### config.mk
export PLATFORM = sky130hd
export DESIGN_NAME = rac_regfile
export DESIGN_NICKNAME = d
export VERILOG_FILES = /design/src/rac_pkg.sv /design/src/rac_regfile.sv
export SDC_FILE = /design/constraint.sdc
export NUM_CORES = 2
export LEC_CHECK = 0
export ABC_AREA = 1
export BUFFER_PORTS_ARGS = -buffer_cell sky130_fd_sc_hd__clkbuf_2
export CAP_MARGIN = 20
export CELL_PAD_IN_SITES_DETAIL_PLACEMENT = 2
export CELL_PAD_IN_SITES_GLOBAL_PLACEMENT = 2
export CORE_ASPECT_RATIO = 1.2
export CORE_MARGIN = 8
export CORE_UTILIZATION = 27
export DETAILED_ROUTE_END_ITERATION = 16
export PLACE_DENSITY = 0.51
export SETUP_SLACK_MARGIN = 0.1
export SLEW_MARGIN = 15
export SYNTH_ARGS = -nofsm -noshare
export SYNTH_HDL_FRONTEND = slang
export SYNTH_SLANG_ARGS = --single-unit
### constraint.sdc
create_clock -name clk -period 4.8 [get_ports clk]
set_input_delay 0.24 -clock clk [delete_from_list [all_inputs] [get_ports clk]]
set_output_delay 0.24 -clock clk [all_outputs]
set_load 0.01 [all_outputs]
### src/rac_pkg.sv
package rac_pkg;

  localparam int RegsPerClass = 32;
  localparam int SpillSlots   = 256;
  localparam int IdxW         = $clog2(RegsPerClass);
  localparam int SlotW        = $clog2(SpillSlots);
  localparam int IdW          = 32;
  localparam int CmdW         = 3;
  localparam int ClsW         = 3;
  localparam int ErrW         = 3;

  localparam logic [CmdW-1:0] CMD_START  = 3'd0;
  localparam logic [CmdW-1:0] CMD_CHECK  = 3'd1;
  localparam logic [CmdW-1:0] CMD_SPILL  = 3'd2;
  localparam logic [CmdW-1:0] CMD_FILL   = 3'd3;
  localparam logic [CmdW-1:0] CMD_DEFINE = 3'd4;

  localparam logic [ClsW-1:0] CLS_GEN      = 3'd0;
  localparam logic [ClsW-1:0] CLS_FIX_GEN  = 3'd1;
  localparam logic [ClsW-1:0] CLS_FLOAT    = 3'd2;
  localparam logic [ClsW-1:0] CLS_FIX_FLT  = 3'd3;
  localparam logic [ClsW-1:0] CLS_GEN_PAIR = 3'd4;

  localparam logic [ErrW-1:0] ERR_OK     = 3'd0;
  localparam logic [ErrW-1:0] ERR_CLASS  = 3'd1;
  localparam logic [ErrW-1:0] ERR_PAIR   = 3'd2;
  localparam logic [ErrW-1:0] ERR_UNINIT = 3'd3;
  localparam logic [ErrW-1:0] ERR_WRONG  = 3'd4;
  localparam logic [ErrW-1:0] ERR_FILL   = 3'd5;

  typedef struct packed {
    logic [CmdW-1:0]  cmd;
    logic             reg_valid;
    logic [ClsW-1:0]  reg_class;
    logic [IdxW-1:0]  reg_num;
    logic [IdW-1:0]   node_id;
    logic [SlotW-1:0] spill_slot;
  } in_item_t;

  typedef struct packed {
    logic [ErrW-1:0] error_code;
    logic [IdW-1:0]  found_id;
  } out_item_t;

  typedef struct packed {
    logic            en;
    logic            clear;
    logic [ClsW-1:0] cls;
    logic [IdxW-1:0] idx;
    logic [IdW-1:0]  id;
  } rf_wr_t;

  typedef struct packed {
    logic [IdW-1:0] gen_a;
    logic [IdW-1:0] gen_b;
    logic [IdW-1:0] fix_gen;
    logic [IdW-1:0] flt;
    logic [IdW-1:0] fix_flt;
  } rf_rd_t;

endpackage

### src/rac_regfile.sv
module rac_regfile (
  input  logic                       clk,
  input  logic                       rst_n,
  input  rac_pkg::rf_wr_t            wr,
  input  logic [rac_pkg::IdxW-1:0]   rd_idx,
  output rac_pkg::rf_rd_t            rd
);

  localparam int BankDepth = rac_pkg::RegsPerClass / 2;
  localparam int BankW     = rac_pkg::IdxW - 1;
  localparam int Regs      = rac_pkg::RegsPerClass;

  // general table split into even and odd banks so a pair reads one entry per bank
  logic [rac_pkg::IdW-1:0] gen_e_r   [BankDepth];
  logic [rac_pkg::IdW-1:0] gen_o_r   [BankDepth];
  logic [rac_pkg::IdW-1:0] fix_gen_r [Regs];
  logic [rac_pkg::IdW-1:0] flt_r     [Regs];
  logic [rac_pkg::IdW-1:0] fix_flt_r [Regs];
  logic [BankDepth-1:0]    gen_e_v_r;
  logic [BankDepth-1:0]    gen_o_v_r;
  logic [Regs-1:0]         fix_gen_v_r;
  logic [Regs-1:0]         flt_v_r;
  logic [Regs-1:0]         fix_flt_v_r;

  logic [rac_pkg::IdxW-1:0] wr_idx1;
  logic [BankW-1:0]         wr_e_addr;
  logic [BankW-1:0]         wr_o_addr;
  logic                     wr_e_en;
  logic                     wr_o_en;
  logic                     wr_fg_en;
  logic                     wr_fl_en;
  logic                     wr_ff_en;

  logic [rac_pkg::IdxW-1:0] rd_idx1;
  logic [BankW-1:0]         rd_e_addr;
  logic [BankW-1:0]         rd_o_addr;
  logic [rac_pkg::IdW-1:0]  rd_e;
  logic [rac_pkg::IdW-1:0]  rd_o;

  assign wr_idx1   = wr.idx + 1'b1;
  assign wr_o_addr = wr.idx[rac_pkg::IdxW-1:1];
  assign wr_e_addr = wr.idx[0] ? wr_idx1[rac_pkg::IdxW-1:1] : wr.idx[rac_pkg::IdxW-1:1];

  always_comb begin
    wr_e_en  = 1'b0;
    wr_o_en  = 1'b0;
    wr_fg_en = 1'b0;
    wr_fl_en = 1'b0;
    wr_ff_en = 1'b0;
    if (wr.en) begin
      case (wr.cls)
        rac_pkg::CLS_GEN: begin
          wr_e_en = ~wr.idx[0];
          wr_o_en = wr.idx[0];
        end
        rac_pkg::CLS_FIX_GEN: wr_fg_en = 1'b1;
        rac_pkg::CLS_FLOAT:   wr_fl_en = 1'b1;
        rac_pkg::CLS_FIX_FLT: wr_ff_en = 1'b1;
        rac_pkg::CLS_GEN_PAIR: begin
          wr_e_en = 1'b1;
          wr_o_en = 1'b1;
        end
        default: ;
      endcase
    end
  end

  always_ff @(posedge clk) begin
    if (wr_e_en) begin
      gen_e_r[wr_e_addr] <= wr.id;
    end
    if (wr_o_en) begin
      gen_o_r[wr_o_addr] <= wr.id;
    end
    if (wr_fg_en) begin
      fix_gen_r[wr.idx] <= wr.id;
    end
    if (wr_fl_en) begin
      flt_r[wr.idx] <= wr.id;
    end
    if (wr_ff_en) begin
      fix_flt_r[wr.idx] <= wr.id;
    end
  end

  always_ff @(posedge clk) begin
    if (!rst_n || wr.clear) begin
      gen_e_v_r   <= '0;
      gen_o_v_r   <= '0;
      fix_gen_v_r <= '0;
      flt_v_r     <= '0;
      fix_flt_v_r <= '0;
    end else begin
      if (wr_e_en) begin
        gen_e_v_r[wr_e_addr] <= 1'b1;
      end
      if (wr_o_en) begin
        gen_o_v_r[wr_o_addr] <= 1'b1;
      end
      if (wr_fg_en) begin
        fix_gen_v_r[wr.idx] <= 1'b1;
      end
      if (wr_fl_en) begin
        flt_v_r[wr.idx] <= 1'b1;
      end
      if (wr_ff_en) begin
        fix_flt_v_r[wr.idx] <= 1'b1;
      end
    end
  end

  assign rd_idx1   = rd_idx + 1'b1;
  assign rd_o_addr = rd_idx[rac_pkg::IdxW-1:1];
  assign rd_e_addr = rd_idx[0] ? rd_idx1[rac_pkg::IdxW-1:1] : rd_idx[rac_pkg::IdxW-1:1];

  assign rd_e = gen_e_v_r[rd_e_addr] ? gen_e_r[rd_e_addr] : '0;
  assign rd_o = gen_o_v_r[rd_o_addr] ? gen_o_r[rd_o_addr] : '0;

  assign rd.gen_a   = rd_idx[0] ? rd_o : rd_e;
  assign rd.gen_b   = rd_idx[0] ? rd_e : rd_o;
  assign rd.fix_gen = fix_gen_v_r[rd_idx] ? fix_gen_r[rd_idx] : '0;
  assign rd.flt     = flt_v_r[rd_idx] ? flt_r[rd_idx] : '0;
  assign rd.fix_flt = fix_flt_v_r[rd_idx] ? fix_flt_r[rd_idx] : '0;

endmodule

Yosys cells after proc, flatten, opt, wreduce, memory -nomap -nowiden
Memory sizes are Yosys's and may differ from the RTL's.
Cells that the tools add are included.
Storage, ports and cells
  bits in writable memories: 4096
  output and inout bits: 160
  memories: 5
  input port bits: 49
  bits in registers: 128
  word-level logic and storage cells: 82
Memory list
  fix_flt_r: words 32, bits a word 32, read ports 1, clocked after memory_dff 0, write ports 1, line rac_regfile.sv:18  | logic [rac_pkg::IdW-1:0] fix_flt_r [Regs];
  fix_gen_r: words 32, bits a word 32, read ports 1, clocked after memory_dff 0, write ports 1, line rac_regfile.sv:16  | logic [rac_pkg::IdW-1:0] fix_gen_r [Regs];
  flt_r: words 32, bits a word 32, read ports 1, clocked after memory_dff 0, write ports 1, line rac_regfile.sv:17  | logic [rac_pkg::IdW-1:0] flt_r [Regs];
  gen_e_r: words 16, bits a word 32, read ports 1, clocked after memory_dff 0, write ports 1, line rac_regfile.sv:14  | logic [rac_pkg::IdW-1:0] gen_e_r [BankDepth];
  gen_o_r: words 16, bits a word 32, read ports 1, clocked after memory_dff 0, write ports 1, line rac_regfile.sv:15  | logic [rac_pkg::IdW-1:0] gen_o_r [BankDepth];
Cells by class
  reduce and logical (&&, ||, !) cells: 6
  bitwise gates (word level): 6
  equality and inequality tests: 4
  multiplexer cells: 45
  add/subtract/negate cells: 2
  $lt $le $gt $ge: 9
Operators by type and width (count)
  $mux 32: 7
  $or 32x32->32: 3
  $or 16x16->16: 2
  $mux 1: 26
  $lt 4x5->1 const B: 4
  $bmux 1 s5: 3
  $lt 5x6->1 const B: 2
  $add 5x1->5 const B: 2
  $bmux 1 s4: 2
  $demux 1 s4: 2
  $ge 4x1->1 const B: 2
  $mux 4: 2
  $eq 3x2->1 const B: 2
  $demux 1 s5: 1
  $ge 5x1->1 const B: 1
  $pmux 1 s2: 2
  $eq 3x1->1 const B: 1
  $eq 3x3->1 const B: 1
  $logic_and 1x1->1: 3
  $logic_not 3->1: 1
  $logic_not 1->1: 1
  $logic_or 1x1->1: 1
  $not 1->1: 1

Logic depth before layout (Yosys ltp)
  depth after elaboration: 7
  depth in mapped cells: 16
  gate-level depth less buffers: 13

Worst setup path after synthesis
OpenSTA, ideal clock, no wires.
  kind: input to register
  start point: in wr[41] (netlist bit)
  end point: mem gen_o_r[12][0] (netlist bit), enable pin
  data required time: 4.337 ns
  library setup time: 0.463 ns
  path buffers: 0
  cell stages on the path: 6
  setup slack: 1.163 ns
  arrival: 3.173 ns
  path through: inv_1 nor3_1 o21ai_0 nor2_1 inv_1 nor3_1
On the way
  longest elaborated chain between the ends: 3
Ends and longest elaborated chain
  start, declared: line rac_regfile.sv:4  | input rac_pkg::rf_wr_t wr,
  $mux 1: line rac_regfile.sv:50  | if (wr.en) begin
  $mux 1: line rac_regfile.sv:72  | if (wr_o_en) begin
  $mux 1 (not written as such): line rac_regfile.sv:73  | gen_o_r[wr_o_addr] <= wr.id;
  end, declared: line rac_regfile.sv:15
No other way between the ends.

==> impl.org <==
** Yosys
- Largest family of logic cells by synthesized area :: simple AND/OR/NAND/NOR gates
- Counting flops with a built-in enable in the synthesized netlist gives approximately 4100.
- The synthesized netlist devotes 0.0154% of its cell area to XOR and XNOR gates.
- The synthesized netlist devotes 8.52% of its cell area to compound gates.
- Syn avg cell area :: 11.8 um2
- During synthesis, Yosys emitted a total of 0 warnings.
- Seq/Total Area, Yosys :: between 70% and 80%
- Synth unique cells :: 30
- Number of nets produced by synthesis :: roughly 14000
- The portion of synthesized area spent on multiplexers is 0%.
- Of the total synthesized cell area, the portion taken by AND, OR, NAND and NOR gates is 14.3%.
- After Yosys synthesis, full adders, half adders and majority gates account for 0.0368% of the synthesized area.
- Post-synthesis async set-or-reset flop share :: 0%
- Prevailing post-synth register cell :: edfxtp_1
- Cell count after synthesis :: 14366
- In this run the cell area of the synthesized design comes to roughly 0.17 mm2.
- Number of storage elements in the synthesis netlist :: 4224

** GRT
- Overflow left after global routing :: 0
- Tot GR Track Use :: 19.6%
- Antenna violations before repair :: 61
- The first global-routing pass estimated around 930000 um of wire.
- Pin count of the biggest net entering global routing :: 141
- The number of global-route vias before repair is 121804.

** STA
- Slew @ Worst Pin :: 1.12 ns
- Final total negative setup slack :: 0 ns
- The final hold violation count is 0.
- Headroom to the max-slew limit came out at 25.0%.
- Clock skew after layout :: 0 ns
- Final critical-path required period :: 3.76 ns
- Setup violations remaining at the end of the flow were counted as 0.
- Setup repair after global routing left no endpoint under its margin.
- Final critical-path share of the clock period :: 78.4%
- Derived from the worst setup path, the maximum achievable clock frequency is roughly 270 MHz.
- The max-slew violation total from the final report was 0.

** Setup path
- Worst stage delay on the critical path :: 0.49 ns
- FF-to-FF Start :: fix_gen_v_r[2]
- Data on the critical path is required at its endpoint by 4.56 ns.
- Startpoint type of the worst setup path :: primary input
- On the critical path, the stage with the largest delay is an instance of nand2_2.
- The worst setup path is captured at an output pin.
- In this run the critical register-to-register path is captured at fix_gen_v_r[2].
- The signal on the critical path passes through buf_12 -> ha_4 -> nand2_1 -> nand2_4 -> nand2_4 -> inv_2 -> buf_12 -> nand2_1 -> nand3_1 -> nand2_1 -> nand2_1 -> nand2_2 -> nand3_1 -> nand2_1 -> clkbuf_2.
- WP data arrival :: 3.52 ns
- The worst register-to-register path has a setup slack of 4.16 ns.
- Of all nets on the critical path, the largest fanout is 60.
- Counting stages on the worst path, the most repeated cell is nand2_1.
- Counting cells, the worst reg-to-reg path comes to 2.
- The setup path with the least slack is of type in -> out.

** Clock tree
- Worst-skew pair later-pin latency :: 1.03 ns
- The clock tree synthesis step divided the H-tree into 5 levels.
- Sink count of the clock tree :: 4224
- Root Buffer :: clkbuf_16
- Clock Pin Slew Worst Setup and Hold Paths :: 0.06 ns
- Clock tree from TritonCTS :: yes
- Number of post-CTS setup repair buffers :: 0
- Total clock buffers created by CTS :: 481
- Largest buffer count on any clock path :: 4

** Power
- In this run the static leakage power is 66.7 nW.
- Sequential group share of total power :: 49.1%
- The internal portion of the total power is between 60 and 70 mW.
- VDD sags by at most 0.294 mV.
- Summed over all nets, the switching power comes to 20.2 mW.
- Logic pwr share :: 7.3%
- Power comes to about 83 mW.
- In this run switching power makes up ~24% of total power.
- Dividing total power by cell area gives a power density of 416 mW/mm2.
- In this run, the clock network consumes between 40% and 50% of the power.

** Floorplan
- Num ports :: around 210
- Number of placement rows :: about 320
- Vert. Die Dim :: 885 um
- Effective utilization at floorplan :: 27.1%
- Area of the die :: 0.656 mm2
- The floorplan step set the die width to 741 um.
- In this run the standard cell core region covers 0.628 mm2.

** Drt
- Once detail routing completed, the nets flagged for antenna violations numbered 0.
- In this run, the number of DRC markers left after iteration 0 of detailed routing was 7892.
- Wire per inst :: 28.5 um
- Post-detailed-route DRC marker count :: 0
- Final WL :: 665000 um
- Number of vias per cell after detailed routing :: 4.92
- Across all layers, the routed design uses 114952 vias.
- The pre-antenna-repair detailed-routing pass consisted of 5 iterations.

** Final layout
- Filler instances :: 66360
- Sequential cell area :: ~0.13 mm2
- Leading cell type in the layout, fill and taps excluded :: edfxtp_1
- Most used cells in the layout excluding fill and tap cells :: edfxtp_1 (4096), nor2_1 (3148), nand2_1 (1984), o21ai_0 (1723), nand3_1 (860)
- Multi-input gate area in the final layout :: between 0.03 and 0.04 mm2
- The post-route netlist has 9.46% of its cells at a drive strength greater than 1.
- In the final design database the tool counted 14653 nets.
- Post-synthesis to final-layout area growth :: 16.8%

** Place
- DPL Wire Length :: 387000 um
- Routability-driven placement finished with a final weighted congestion of 0.750.
- During placement, the flow inserted port buffers numbering 208.

** Worst hold path
- In this run the worst hold path is classified as in -> reg.
- Worst hold stages :: 6
- In this run the most critical hold path is launched from wr[39].
- Endpoint with the worst hold slack :: fix_gen_v_r[12]

** Run status
- The run finished with clean final reports.

** Flow run
- Max-cap violations :: 0
==> state kept, by name, indices dropped and copies added (netlist names) <==
register     cells
gen_e_v_r       16
fix_gen_r     1024
flt_r         1024
gen_o_r        512
fix_flt_r     1024
fix_gen_v_r     32
fix_flt_v_r     32
flt_v_r         32
gen_o_v_r       16
gen_e_r        512
==> worst max path at each step <==
stage | depth (start not counted) | endpoint | slack [ns] | from
5_1_grt | 15 | rd[132] | 0.71 | rd_idx[0]
4_1_cts | 15 | rd[132] | 0.97 | rd_idx[0]
3_5_place_dp | 15 | rd[132] | 0.97 | rd_idx[0]
2_1_floorplan | 6 | gen_o_r[12][0] | 1.16 | wr[41]
6_report | 15 | rd[139] | 1.04 | rd_idx[0]
3_3_place_gp | 12 | rd[71] | 0.98 | rd_idx[3]
==> cells in the mapped netlist (7+ instances only) <==
cell type | n | share of area (%)
nor2_1 | 3239 | 7.1
or2_2 | 7 | 0.026
nand4_1 | 39 | 0.14
clkbuf_1 | 472 | 1.0
o21ai_1 | 131 | 0.39
buf_4 | 61 | 0.27
o21ai_0 | 1723 | 5.1
a21oi_1 | 292 | 0.86
o211ai_1 | 431 | 1.9
buf_2 | 304 | 0.89
dfxtp_1 | 128 | 1.5
edfxtp_1 | 4096 | 72
o22ai_1 | 54 | 0.20
nor3_1 | 8 | 0.024
nand2_1 | 1989 | 4.4
inv_1 | 394 | 0.87
buf_1 | 85 | 0.19
nand3_1 | 860 | 2.5
o21bai_1 | 23 | 0.10
==> metal layers <==
layer	GRT usage (%)	up-vias	part of all wire (%)
li1	-	51109	-
met1	26.4	61002	45
met2	33.1	2051	48
met3	2.52	780	3.9
met4	5.72	10	3.2
met5	0	-	0.0098
==> cells by family after synthesis <==
family / count (synthesis)
flops: 4224
simple gates: 6151
compound gates: 2654
fa+ha+maj: 5
buf+inv: 1329
xor+xnor: 3
==> worst max-delay path, delay by kind of cell <==
kind / cells / cell delay (ns)
and+or+nand+nor: 10 / 1.97
adders and majority gates: 1 / 0.22
buffers and inverters: 4 / 0.96
==> power groups by stage <==
| stage | clock network (mW) | registers, mW | logic (mW) |
|---|---|---|---|
| after floorplan | 0 | 41.3 | 2.80 |
| after global placement | 0 | 41.3 | 6.11 |
| after detailed placement | 0 | 41.3 | 6.16 |
| after CTS | 37.2 | 40.6 | 6.22 |
| after global routing | 38.4 | 40.6 | 6.59 |
| final | 36.1 | 40.6 | 6.00 |
==> metrics by stage <==
stage | setup WS [ns] | hold WS [ns] | util, % | instances | instance area, um2
3_5_place_dp | 0.969 | 0.456 | 29.1 | 22417 | 183000
4_1_cts | 0.971 | 0.00776 | 31.6 | 23351 | 199000
2_1_floorplan | 1.16 | 0.339 | - | 14366 | 170000
3_3_place_gp | 0.981 | 0.442 | 29.1 | 22409 | 183000
6_report | 1.04 | 0.107 | 31.6 | 23376 | 199000
5_1_grt | 0.708 | 0.0623 | 31.6 | 23352 | 199000
==> area by class of cell <==
| cell class | count | share of cell area [%] |
|---|---|---|
| flip-flops and latches | 4224 | 63.2 |
| inverters | 402 | 0.790 |
| clock buffers | 643 | 6.53 |
| clock inverters | 246 | 1.08 |
| multi-input cells | 8813 | 20.0 |
| diodes | 25 | 0.0315 |
| repair buffers | 677 | 3.12 |
| well taps | 8346 | 5.26 |
==> timing repair <==
action                                  CTS  global route
endpoints found under the hold margin  2406             0
gates resized for setup                   0             0
hold buffers                             45             0
Note: power is estimated with default switching activity, not from simulation.
